--- config.mk ---
export PLATFORM = sky130hd
export DESIGN_NAME = usb_serial_vendor_request_responder
export DESIGN_NICKNAME = d
export VERILOG_FILES = /design/src/sv/usvr_pkg.sv /design/src/sv/usb_serial_vendor_request_responder.sv /design/src/sv/usvr_front.sv /design/src/sv/usvr_back.sv /design/src/sv/usvr_fifo.sv
export SDC_FILE = /design/constraint.sdc
export NUM_CORES = 1
export LEC_CHECK = 0
export BUFFER_PORTS_ARGS = -buffer_cell sky130_fd_sc_hd__buf_2
export CAP_MARGIN = 20
export CORE_ASPECT_RATIO = 0.6
export CORE_UTILIZATION = 60
export DETAILED_ROUTE_END_ITERATION = 8
export PLACE_DENSITY = 0.87
export SLEW_MARGIN = 40
export SYNTH_ARGS = -nofsm -noshare
export SYNTH_HDL_FRONTEND = slang
export SYNTH_SLANG_ARGS = --single-unit
--- constraint.sdc ---
create_clock -name clk -period 7.54 [get_ports clk]
set_input_delay 1.508 -clock clk [delete_from_list [all_inputs] [get_ports clk]]
set_output_delay 1.508 -clock clk [all_outputs]
set_load 0.01 [all_outputs]
--- src/sv/usvr_pkg.sv ---
// Shared types, request codes and constants of the vendor request responder.
// No dependencies.
package usvr_pkg;

  localparam int EepromWordsDefault = 64;
  localparam logic [24:0] RateIdle = 25'd1200;
  localparam logic [24:0] RateDivOne = 25'd2000000;
  localparam logic [24:0] RateDivZero = 25'd3000000;
  localparam logic [25:0] UsbClkHz = 26'd48000000;
  localparam logic [7:0] LatencyBusReset = 8'h10;
  localparam logic [7:0] LatencyReset = 8'h04;

  localparam logic [7:0] CmdReset = 8'h00;
  localparam logic [7:0] CmdModem = 8'h01;
  localparam logic [7:0] CmdFlow = 8'h02;
  localparam logic [7:0] CmdBaud = 8'h03;
  localparam logic [7:0] CmdData = 8'h04;
  localparam logic [7:0] CmdPoll = 8'h05;
  localparam logic [7:0] CmdEvent = 8'h06;
  localparam logic [7:0] CmdError = 8'h07;
  localparam logic [7:0] CmdSetLat = 8'h09;
  localparam logic [7:0] CmdGetLat = 8'h0A;
  localparam logic [7:0] CmdBitMode = 8'h0B;
  localparam logic [7:0] CmdEeprom = 8'h90;

  localparam logic [1:0] StatAck = 2'd0;
  localparam logic [1:0] StatData = 2'd1;
  localparam logic [1:0] StatStall = 2'd2;

  typedef enum logic [2:0] {
    OP_DONE = 3'b001,
    OP_BAUD = 3'b010,
    OP_DATA = 3'b100
  } op_t;

  // classified beat handed from front to back
  typedef struct packed {
    op_t         op;
    logic [1:0]  status;
    logic [1:0]  resp_len;
    logic [15:0] resp_data;
    logic        eeprom_read;
    logic [5:0]  eeprom_addr;
    logic        dtr_level;
    logic        rts_level;
    logic [15:0] value;
    logic [23:0] composite;
  } job_t;

  function automatic logic [3:0] frac_code(input logic [2:0] c);
    case (c)
      3'd0: frac_code = 4'd0;
      3'd1: frac_code = 4'd8;
      3'd2: frac_code = 4'd4;
      3'd3: frac_code = 4'd2;
      3'd4: frac_code = 4'd6;
      3'd5: frac_code = 4'd10;
      3'd6: frac_code = 4'd12;
      default: frac_code = 4'd14;
    endcase
  endfunction

endpackage

--- src/sv/usb_serial_vendor_request_responder.sv ---
// Top level of the vendor request responder: front, queue, back.
// Depends on usvr_pkg, usvr_front, usvr_fifo, usvr_back.
// One result per request, in order. A baud request with a general divisor
// passes through the one-bit-per-cycle restoring division of 48 MHz by
// the 18-bit divisor; other requests skip it.
module usb_serial_vendor_request_responder
  import usvr_pkg::*;
#(
  parameter int EEPROM_WORDS = EepromWordsDefault
) (
  input  logic        clk,
  input  logic        rst,
  input  logic        push,
  output logic        full,
  input  logic [7:0]  cmd,
  input  logic [15:0] value,
  input  logic [15:0] index,
  input  logic        bus_reset,
  output logic        empty,
  input  logic        pop,
  output logic [1:0]  status,
  output logic [1:0]  resp_len,
  output logic [15:0] resp_data,
  output logic        eeprom_read,
  output logic [5:0]  eeprom_addr,
  output logic        dtr_level,
  output logic        rts_level,
  output logic        line_update,
  output logic [24:0] baud_rate,
  output logic [7:0]  data_bits,
  output logic [7:0]  parity_raw,
  output logic [4:0]  stop_raw
);

  logic f_valid, f_ready, b_valid, b_ready;
  job_t f_job, b_job;

  usvr_front #(.EEPROM_WORDS(EEPROM_WORDS)) u_front (
    .clk, .rst, .push, .full, .cmd, .value, .index, .bus_reset,
    .job_valid(f_valid), .job_ready(f_ready), .job(f_job)
  );

  usvr_fifo u_fifo (
    .clk, .rst, .in_valid(f_valid), .in_ready(f_ready), .in_job(f_job),
    .out_valid(b_valid), .out_ready(b_ready), .out_job(b_job)
  );

  usvr_back u_back (
    .clk, .rst, .job_valid(b_valid), .job_ready(b_ready), .job(b_job),
    .empty, .pop, .status, .resp_len, .resp_data, .eeprom_read, .eeprom_addr,
    .dtr_level, .rts_level, .line_update, .baud_rate, .data_bits,
    .parity_raw, .stop_raw
  );

`ifndef SYNTHESIS
  a_upd_zero: assert property (@(posedge clk) disable iff (rst)
    !empty && !line_update |-> baud_rate == '0 && data_bits == '0)
    else $error("rate without update");
  a_eeprom: assert property (@(posedge clk) disable iff (rst)
    !empty && eeprom_read |-> status == StatData && resp_len == 2'd2)
    else $error("eeprom beat malformed");
  a_reset_empty: assert property (@(posedge clk) !rst && $past(rst) |-> empty)
    else $error("result after reset");
`endif

endmodule

--- src/sv/usvr_front.sv ---
// Front end: accepts requests, keeps latency and modem lines, classifies beats.
// Depends on usvr_pkg.
module usvr_front
  import usvr_pkg::*;
#(
  parameter int EEPROM_WORDS = EepromWordsDefault
) (
  input  logic        clk,
  input  logic        rst,
  input  logic        push,
  output logic        full,
  input  logic [7:0]  cmd,
  input  logic [15:0] value,
  input  logic [15:0] index,
  input  logic        bus_reset,
  output logic        job_valid,
  input  logic        job_ready,
  output job_t        job
);

  localparam int AddrW = $clog2(EEPROM_WORDS);

  logic [7:0] latency_port_a, latency_port_b;
  logic dtr_line, rts_line;
  logic acc;
  job_t j;
  logic [7:0] port;

  assign full = job_valid && !job_ready;
  assign acc = push && !full;
  assign port = index[7:0];

  always_comb begin
    j = '0;
    j.op = OP_DONE;
    j.value = value;
    j.composite = {index[15:8], value};
    j.dtr_level = dtr_line;
    j.rts_level = rts_line;
    if (!bus_reset) begin
      case (cmd)
        CmdEeprom: begin
          j.status = StatData;
          j.resp_len = 2'd2;
          j.eeprom_read = 1'b1;
          j.eeprom_addr = 6'(port[AddrW-1:0]);
        end
        CmdReset, CmdFlow, CmdEvent, CmdError, CmdBitMode: ;
        CmdModem: begin
          if (value == 16'h0101) j.dtr_level = 1'b1;
          else if (value == 16'h0100) j.dtr_level = 1'b0;
          else if (value == 16'h0202) j.rts_level = 1'b1;
          else if (value == 16'h0200) j.rts_level = 1'b0;
        end
        CmdBaud: j.op = OP_BAUD;
        CmdData: j.op = OP_DATA;
        CmdPoll: begin
          j.status = StatData;
          j.resp_len = 2'd2;
          j.eeprom_read = 1'b1;
          j.eeprom_addr = 6'd2;
        end
        CmdSetLat: ;
        CmdGetLat: begin
          j.status = StatData;
          j.resp_len = 2'd1;
          j.resp_data = {8'd0, (port == 8'd1) ? latency_port_a : latency_port_b};
        end
        default: j.status = StatStall;
      endcase
    end
  end

  always_ff @(posedge clk) begin
    if (rst) begin
      latency_port_a <= LatencyReset;
      latency_port_b <= LatencyReset;
      dtr_line <= 1'b0;
      rts_line <= 1'b0;
      job_valid <= 1'b0;
    end else begin
      if (acc) job_valid <= 1'b1;
      else if (job_ready) job_valid <= 1'b0;
      if (acc) begin
        job <= j;
        dtr_line <= j.dtr_level;
        rts_line <= j.rts_level;
        if (bus_reset) begin
          latency_port_a <= LatencyBusReset;
          latency_port_b <= LatencyBusReset;
        end else if (cmd == CmdSetLat) begin
          if (port == 8'd1) latency_port_a <= value[7:0];
          else latency_port_b <= value[7:0];
        end
      end
    end
  end

endmodule

--- src/sv/usvr_back.sv ---
// Back end: baud decode with a serial restoring divider, result register.
// Depends on usvr_pkg.
module usvr_back
  import usvr_pkg::*;
(
  input  logic        clk,
  input  logic        rst,
  input  logic        job_valid,
  output logic        job_ready,
  input  job_t        job,
  output logic        empty,
  input  logic        pop,
  output logic [1:0]  status,
  output logic [1:0]  resp_len,
  output logic [15:0] resp_data,
  output logic        eeprom_read,
  output logic [5:0]  eeprom_addr,
  output logic        dtr_level,
  output logic        rts_level,
  output logic        line_update,
  output logic [24:0] baud_rate,
  output logic [7:0]  data_bits,
  output logic [7:0]  parity_raw,
  output logic [4:0]  stop_raw
);

  typedef enum logic [2:0] {
    S_IDLE = 3'b001,
    S_DIV  = 3'b010,
    S_OUT  = 3'b100
  } st_t;

  st_t st;
  job_t cur;
  logic [24:0] baud_state;
  logic [17:0] dvs;
  logic [25:0] quo;
  logic [17:0] rem;
  logic [4:0] cnt;
  logic [18:0] trial;
  logic [24:0] fin_rate;

  assign trial = {rem, quo[25]};
  assign job_ready = (st == S_IDLE) && (empty || pop);

  always_ff @(posedge clk) begin
    if (rst) begin
      st <= S_IDLE;
      empty <= 1'b1;
      baud_state <= RateIdle;
    end else begin
      if (st == S_OUT && (empty || pop)) empty <= 1'b0;
      else if (pop && !empty) empty <= 1'b1;
      case (st)
        S_IDLE: begin
          if (job_valid && job_ready) begin
            cur <= job;
            if (job.op == OP_BAUD) begin
              if (job.composite == 24'd1) begin
                fin_rate <= RateDivOne;
                st <= S_OUT;
              end else if (job.composite == 24'd0) begin
                fin_rate <= RateDivZero;
                st <= S_OUT;
              end else begin
                dvs <= {job.composite[13:0], frac_code(job.composite[16:14])};
                if ({job.composite[13:0], frac_code(job.composite[16:14])} == 18'd0) begin
                  fin_rate <= '0;
                  st <= S_OUT;
                end else begin
                  quo <= UsbClkHz;
                  rem <= '0;
                  cnt <= '0;
                  st <= S_DIV;
                end
              end
            end else begin
              st <= S_OUT;
            end
          end
        end
        S_DIV: begin
          if (trial >= {1'b0, dvs}) begin
            rem <= 18'(trial - {1'b0, dvs});
            quo <= {quo[24:0], 1'b1};
          end else begin
            rem <= trial[17:0];
            quo <= {quo[24:0], 1'b0};
          end
          cnt <= cnt + 5'd1;
          if (cnt == 5'd25) st <= S_OUT;
        end
        S_OUT: begin
          if (empty || pop) begin
            st <= S_IDLE;
            status <= cur.status;
            resp_len <= cur.resp_len;
            resp_data <= cur.resp_data;
            eeprom_read <= cur.eeprom_read;
            eeprom_addr <= cur.eeprom_addr;
            dtr_level <= cur.dtr_level;
            rts_level <= cur.rts_level;
            line_update <= 1'b0;
            baud_rate <= '0;
            data_bits <= '0;
            parity_raw <= '0;
            stop_raw <= '0;
            if (cur.op == OP_BAUD) begin
              baud_state <= fin_rate;
              if (fin_rate != RateIdle) begin
                line_update <= 1'b1;
                baud_rate <= fin_rate;
                data_bits <= 8'd8;
              end
            end else if (cur.op == OP_DATA && baud_state != RateIdle) begin
              line_update <= 1'b1;
              baud_rate <= baud_state;
              data_bits <= cur.value[7:0];
              parity_raw <= cur.value[15:8];
              stop_raw <= cur.value[15:11];
            end
          end
        end
        default: st <= S_IDLE;
      endcase
      if (st == S_DIV && cnt == 5'd25)
        fin_rate <= 25'({quo[24:0], (trial >= {1'b0, dvs})});
    end
  end

endmodule

--- src/sv/usvr_fifo.sv ---
// Two-entry beat queue between front and back.
// Depends on usvr_pkg.
module usvr_fifo
  import usvr_pkg::*;
(
  input  logic clk,
  input  logic rst,
  input  logic in_valid,
  output logic in_ready,
  input  job_t in_job,
  output logic out_valid,
  input  logic out_ready,
  output job_t out_job
);

  job_t mem [2];
  logic wp, rp;
  logic [1:0] cnt;
  logic wr, rd;

  assign in_ready = cnt != 2'd2;
  assign out_valid = cnt != 2'd0;
  assign out_job = mem[rp];
  assign wr = in_valid && in_ready;
  assign rd = out_valid && out_ready;

  always_ff @(posedge clk) begin
    if (wr) mem[wp] <= in_job;
  end

  always_ff @(posedge clk) begin
    if (rst) begin
      wp <= 1'b0;
      rp <= 1'b0;
      cnt <= '0;
    end else begin
      if (wr) wp <= ~wp;
      if (rd) rp <= ~rp;
      cnt <= cnt + {1'b0, wr} - {1'b0, rd};
    end
  end

endmodule
### Yosys cells after proc, flatten, opt, wreduce, memory -nomap -nowiden

Memory sizes are Yosys's and may differ from the RTL's. A register that Yosys moved wholly into a read port is not among the register bits.
Cells that the tools add are included.

| storage, ports and cells | value |
|---|---|
| output and inout port bits | 78 |
| register bits | 340 |
| bits in writable memories | 144 |
| memories | 1 |

| cells by class | value |
|---|---|
| equal/unequal tests | 41 |
| multiplexer cells | 78 |
| bitwise logic cells | 7 |
| reductions and logical operators | 42 |
| magnitude comparators | 1 |
| add/subtract/negate cells | 4 |

Memory list:

| memory | depth | width | rd ports | clocked after memory_dff | wr ports | RTL line | RTL |
|---|---|---|---|---|---|---|---|
| u_fifo.mem | 2 | 72 | 1 | 1 | 1 | usvr_fifo.sv:16 | `job_t mem [2];` |

Operator list:

| kind | count |
|---|---|
| $mux 25 | 10 |
| $mux 26 | 5 |
| $mux 18 | 6 |
| $mux 8 | 9 |
| $pmux 26 s2 | 1 |
| $ne 25x11->1 const B | 2 |
| $pmux 18 s2 | 1 |
| $eq 16x10->1 const B | 2 |
| $eq 16x9->1 const B | 2 |
| $eq 8x3->1 const B | 4 |
| $mux 4 | 7 |
| $pmux 4 s7 | 1 |
| $mux 5 | 5 |
| $eq 24x1->1 const B | 1 |
| $eq 8x4->1 const B | 3 |
| $logic_not 24->1 | 1 |
| $mux 3 | 7 |
| $ge 19x18->1 | 1 |
| $logic_not 18->1 | 1 |
| $mux 1 | 18 |
| $reduce_and 3->1 | 6 |
| $reduce_bool 2->1 | 9 |
| $sub 18x18->18 | 1 |
| $eq 8x1->1 const B | 2 |
| other kinds (31) | 68 |

### Logic depth before layout (Yosys ltp)

| logic depth | value |
|---|---|
| word-level depth | 16 |
| gate-level depth with buffers | 11 |
| gate-level depth less buffers | 10 |

### Hierarchy

Synthesis repeated with hierarchy kept, for this count alone.

| second synthesis, totals | value |
|---|---|
| cells, all modules | 1,220 |
| area, all modules | 18,585.3 sq um |

By module, submodules not included:

| module | sequential area each (sq um) | cells an instance | times used | area an instance (sq um) |
|---|---|---|---|---|
| usvr_back | 6,886.6 | 743 | 1 | 9,987.1 |
| usvr_fifo | 4,424.2 | 248 | 1 | 5,781.8 |
| usvr_front | 1,791.7 | 229 | 1 | 2,816.5 |

### Least setup slack after synthesis

No wires, ideal clock.

| path | value |
|---|---|
| path type | input -> register |
| from | input rst |
| to | register u_back.baud_rate[0], enable pin |
| library setup time | 571 ps |
| data arrival time | 6,201 ps |
| stages | 2 |
| slack | 769 ps |
| path buffers | 1 |
| cell sequence | buf_4 nor3b_1 |

| between the ends | value |
|---|---|
| longest elaborated chain between the ends | 2 |

Ends and longest elaborated chain:

| item | RTL line | RTL |
|---|---|---|
| start: declaration | usb_serial_vendor_request_responder.sv:12 | `input logic rst,` |
| $not 1->1 (no source line) | -- |  |
| $reduce_and 3->1 (no source line) | -- |  |
| end signal: assignment | usvr_back.sv:112 | `baud_rate <= fin_rate;` |
| end signal: assignment | usvr_back.sv:117 | `baud_rate <= baud_state;` |
| end: declaration | usvr_back.sv:21 | `output logic [24:0] baud_rate,` |

No other way between the ends.
A chain may end at the register's enable or synchronous reset.

### Worst setup path in the final report

| path | value |
|---|---|
| from | input cmd[5] |
| to | register u_front.latency_port_a[3] |

| between the ends | value |
|---|---|
| longest elaborated chain between the ends | 3 |

Ends and longest elaborated chain:

| item | RTL line | RTL |
|---|---|---|
| start: declaration | usb_serial_vendor_request_responder.sv:15 | `input logic [7:0] cmd,` |
| $eq 8x4->1 | usvr_front.sv:91 | `end else if (cmd == CmdSetLat) begin` |
| $reduce_bool 2->1 (no source line) | -- |  |
| $reduce_and 3->1 (no source line) | -- |  |
| end signal: assignment | usvr_front.sv:76 | `latency_port_a <= LatencyReset;` |
| end signal: assignment | usvr_front.sv:89 | `latency_port_a <= LatencyBusReset;` |
| end signal: assignment | usvr_front.sv:92 | `if (port == 8'd1) latency_port_a <= value[7:0];` |
| end: declaration | usvr_front.sv:23 | `logic [7:0] latency_port_a, latency_port_b;` |

No other way between the ends.

==> results.md <==
- Worst-path cell chain: buf_2 > or4_4 > or4b_4 > a21oi_2 > a21boi_2 > mux2i_1 > nor2_1
- First DRT Iteration DRCs: 1,063
- Capture point of the worst reg-to-reg path: u_back.quo[12]
- Worst hold slack: 0.419 ns
- Reg2reg setup slack: 4.33 ns
- DRC violations left: 0
- Post-Route WL: 32.0 mm
- Seq/Total Area, Yosys: 70.9%
- First-pass GRT wire length: 48.4 mm
- CP max stage cell: a21boi_2
- CP top delay family: simple AND/OR/NAND/NOR gates
- Slew Viols, Final: 0
- Pwr/cell area: 283 nW/um^2
- Design Area, Final: 17,600 um^2
- Area growth syn-to-layout: 12.9%
- Data required, critical path: 7.93 ns
- Fin crit share: 44.9%
- Max-cap violations: 0
- CTS tree: done
- Worst Hold Class: reg -> reg
- Number of gates resized after cts: 0
- Clock H-tree levels: 2
- Clk sink count: 386
- Leak Pwr: 6.43 nW
- Max Freq: 296 MHz
- Outcome: finished, final reports clean
- Die height: 127 um
- Placed Instance Area: 16,500 um^2
- Antenna fix cells: 0
- Final Hold Viols: 0
- Die Area: 26,700 um^2
- Primary FF master, synth: edfxtp_1
- IO Count: 123
- Setup Buffers After CTS: 0
- # setup viols final: 0
- Netlist Area Pre-Place: 15,600 um^2
- Clk_skew: 0.0197 ns
- Yosys cell types: 70
- Crit path launch: cmd[5]
- Fin util: 69.4%
- Initial antenna violation count: 0
- Number of buffers created by CTS: 34
- CP Class: in -> reg
- Pre-antenna DRT Iters: 5
- Vias after detailed routing: 9,523
- Fill cells: 1,601
- Largest net degree at the start of global routing: 50
- Mapped Cells: 1,113
- # hold bufs at CTS: 0
- Total power: 4.98 mW
- Critical path buffers and inverters: 1
- Critical path launch point type: input pin
- Unrepaired setup endpoints after global routing: false
- Clk slew on worst S/H paths: 0.07 ns
- Gpl congestion: 0.878
- DR vias/cell: 5.95
- Vias in the first global route: 8,708
- Die Width: 210 um
- Core ar.: 25,400 um^2
- Max-Slew Margin vs Limit: 41.1%
- Clock root cell: clkbuf_16
- Setup TNS: 0 ns
- HP Start: u_back.cur[56]
- Post-route antenna net violation count: 0
- Final nets: 1,289
- Yosys reg bits: 386
- Starting Density: 61.4%
- Share of cells above drive strength 1: 19.2%
- Yosys warns: 0
- WP data arrival: 3.77 ns
- Slew of the pin with the lowest slew margin: 0.883 ns
- Port bufs: 114
- Row count: 45
- Minimum clock period: 3.38 ns
- Hold endpoint: u_back.resp_data[7]
- Post-DP HPWL: 20.9 mm
- Synthesized area per cell: 14.0 um^2
- CP Max Fanout: 9
- Reg2Reg Depth: 8
- GRT overflow: 0
- Clk buf depth: 3
- Critical path endpoint category: flop
- Clock Latency Late Sink: 0.53 ns
- WL/cell: 20.0 um
- CP max stage delay: 0.57 ns
- Post-synth ARST share: 0%
- Global Route Usage Sum: 23.9%
- Maximum vdd drop: 0.179 mV
- Post-synth EDFFs: 333
- Hold Crit Depth: 0
-- area by class of cell --
class	instances	area [um^2]	area share, %
multi-input combinational	636	4180	23.7
inverter	37	139	0.789
clock inverter	13	114	0.646
tap	352	440	2.50
clock buffer	49	1000	5.69
sequential	386	11100	62.8
timing repair buffer	127	674	3.83
-- how the worst max path moves through the flow --
stage                                endpoint  cells past startpoint
finish              u_front.latency_port_a[3]                      7
global route                   u_back.quo[22]                      8
CTS                 u_front.latency_port_a[3]                      7
detailed placement  u_front.latency_port_a[3]                      7
global placement    u_front.latency_port_a[3]                      7
floorplan                 u_back.baud_rate[0]                      2
-- synthesized netlist by cell type (6+ instances only) --
cell type / count / area, um^2
edfxtp_1: 333 / 10000
nand2_1: 98 / 368
nor2_1: 66 / 248
a21oi_1: 58 / 290
dfxtp_1: 53 / 1060
mux2_2: 40 / 450
and3_1: 37 / 231
inv_1: 36 / 135
nand3_1: 33 / 165
clkbuf_1: 31 / 116
o21ai_0: 31 / 155
a22o_1: 26 / 228
mux2i_1: 25 / 250
and2_1: 22 / 138
ha_1: 21 / 263
nor4_1: 20 / 125
nand2b_1: 16 / 100
buf_4: 15 / 113
a21o_1: 10 / 75.1
nor2b_1: 9 / 56.3
xor2_1: 8 / 70.1
buf_2: 7 / 35.0
o211ai_1: 7 / 52.6
a211oi_1: 6 / 45.0
nand4_1: 6 / 37.5
nor3b_1: 6 / 45.0
o22ai_1: 6 / 37.5
or3_1: 6 / 37.5
xnor2_1: 6 / 52.6
-- cells in the final DEF, fill, tap and decap left out, drive strengths merged, types with 9 or more instances in the layout --
cell type / count
edfxtp: 333
buf: 127
nand2: 99
nor2: 66
a21oi: 59
dfxtp: 53
clkbuf: 49
mux2: 40
inv: 38
and3: 37
nand3: 33
o21ai: 31
a22o: 26
mux2i: 25
and2: 22
ha: 21
nor4: 20
nand2b: 16
a21o: 10
clkinv: 10
nor2b: 9
-- stage by stage --
stage	setup WS, ns	std cells
after floorplan	0.769	1120
after global placement	3.71	1537
after detailed placement	3.66	1538
after CTS	4.18	1600
after global routing	4.09	1600
final	4.16	1600
-- cell families (layout without fill, tap and decap cells) --
group                      Yosys count  in the layout  synth area share (%)
DFF                                386            386                  70.9
and+or+nand+nor                    355            355                  11.8
AOI/OAI and AO/OA                  172            172                  7.26
buffers and inverters               98            226                  2.88
muxes                               65             65                  4.49
adders and majority gates           22             22                  1.81
xor gates and xnor gates            14             14                 0.786
other                                1              8                0.0240
-- flip-flops by register name (all words and copies together), names as in the netlist, 2 cells and up, named ones only --
register and cells:
u_back.baud_rate 25, u_back.baud_state 25, u_back.cnt 5, u_back.cur 39
u_back.data_bits 8, u_back.dvs 17, u_back.eeprom_addr 6, u_back.fin_rate 25
u_back.parity_raw 3, u_back.quo 26, u_back.rem 18, u_back.resp_data 8
u_back.st 3, u_back.status 2, u_back.stop_raw 5, u_fifo.cnt 2
u_fifo.mem 94, u_front.job 47, u_front.latency_port_a 8, u_front.latency_port_b 8
-- per-layer routing --
layer  track usage [%]  routed length (um)
met1              37.2               14800
met2              33.9               13700
met3              5.03                2760
met4              7.26                 683
met5                 0                   0
-- power breakdown --
group          internal (mW)  switching, mW
clock network          0.999          0.752
registers               2.53         0.0812
logic                  0.222          0.392
total                   3.75           1.23
No activity file was read; power rests on OpenSTA's default activity.
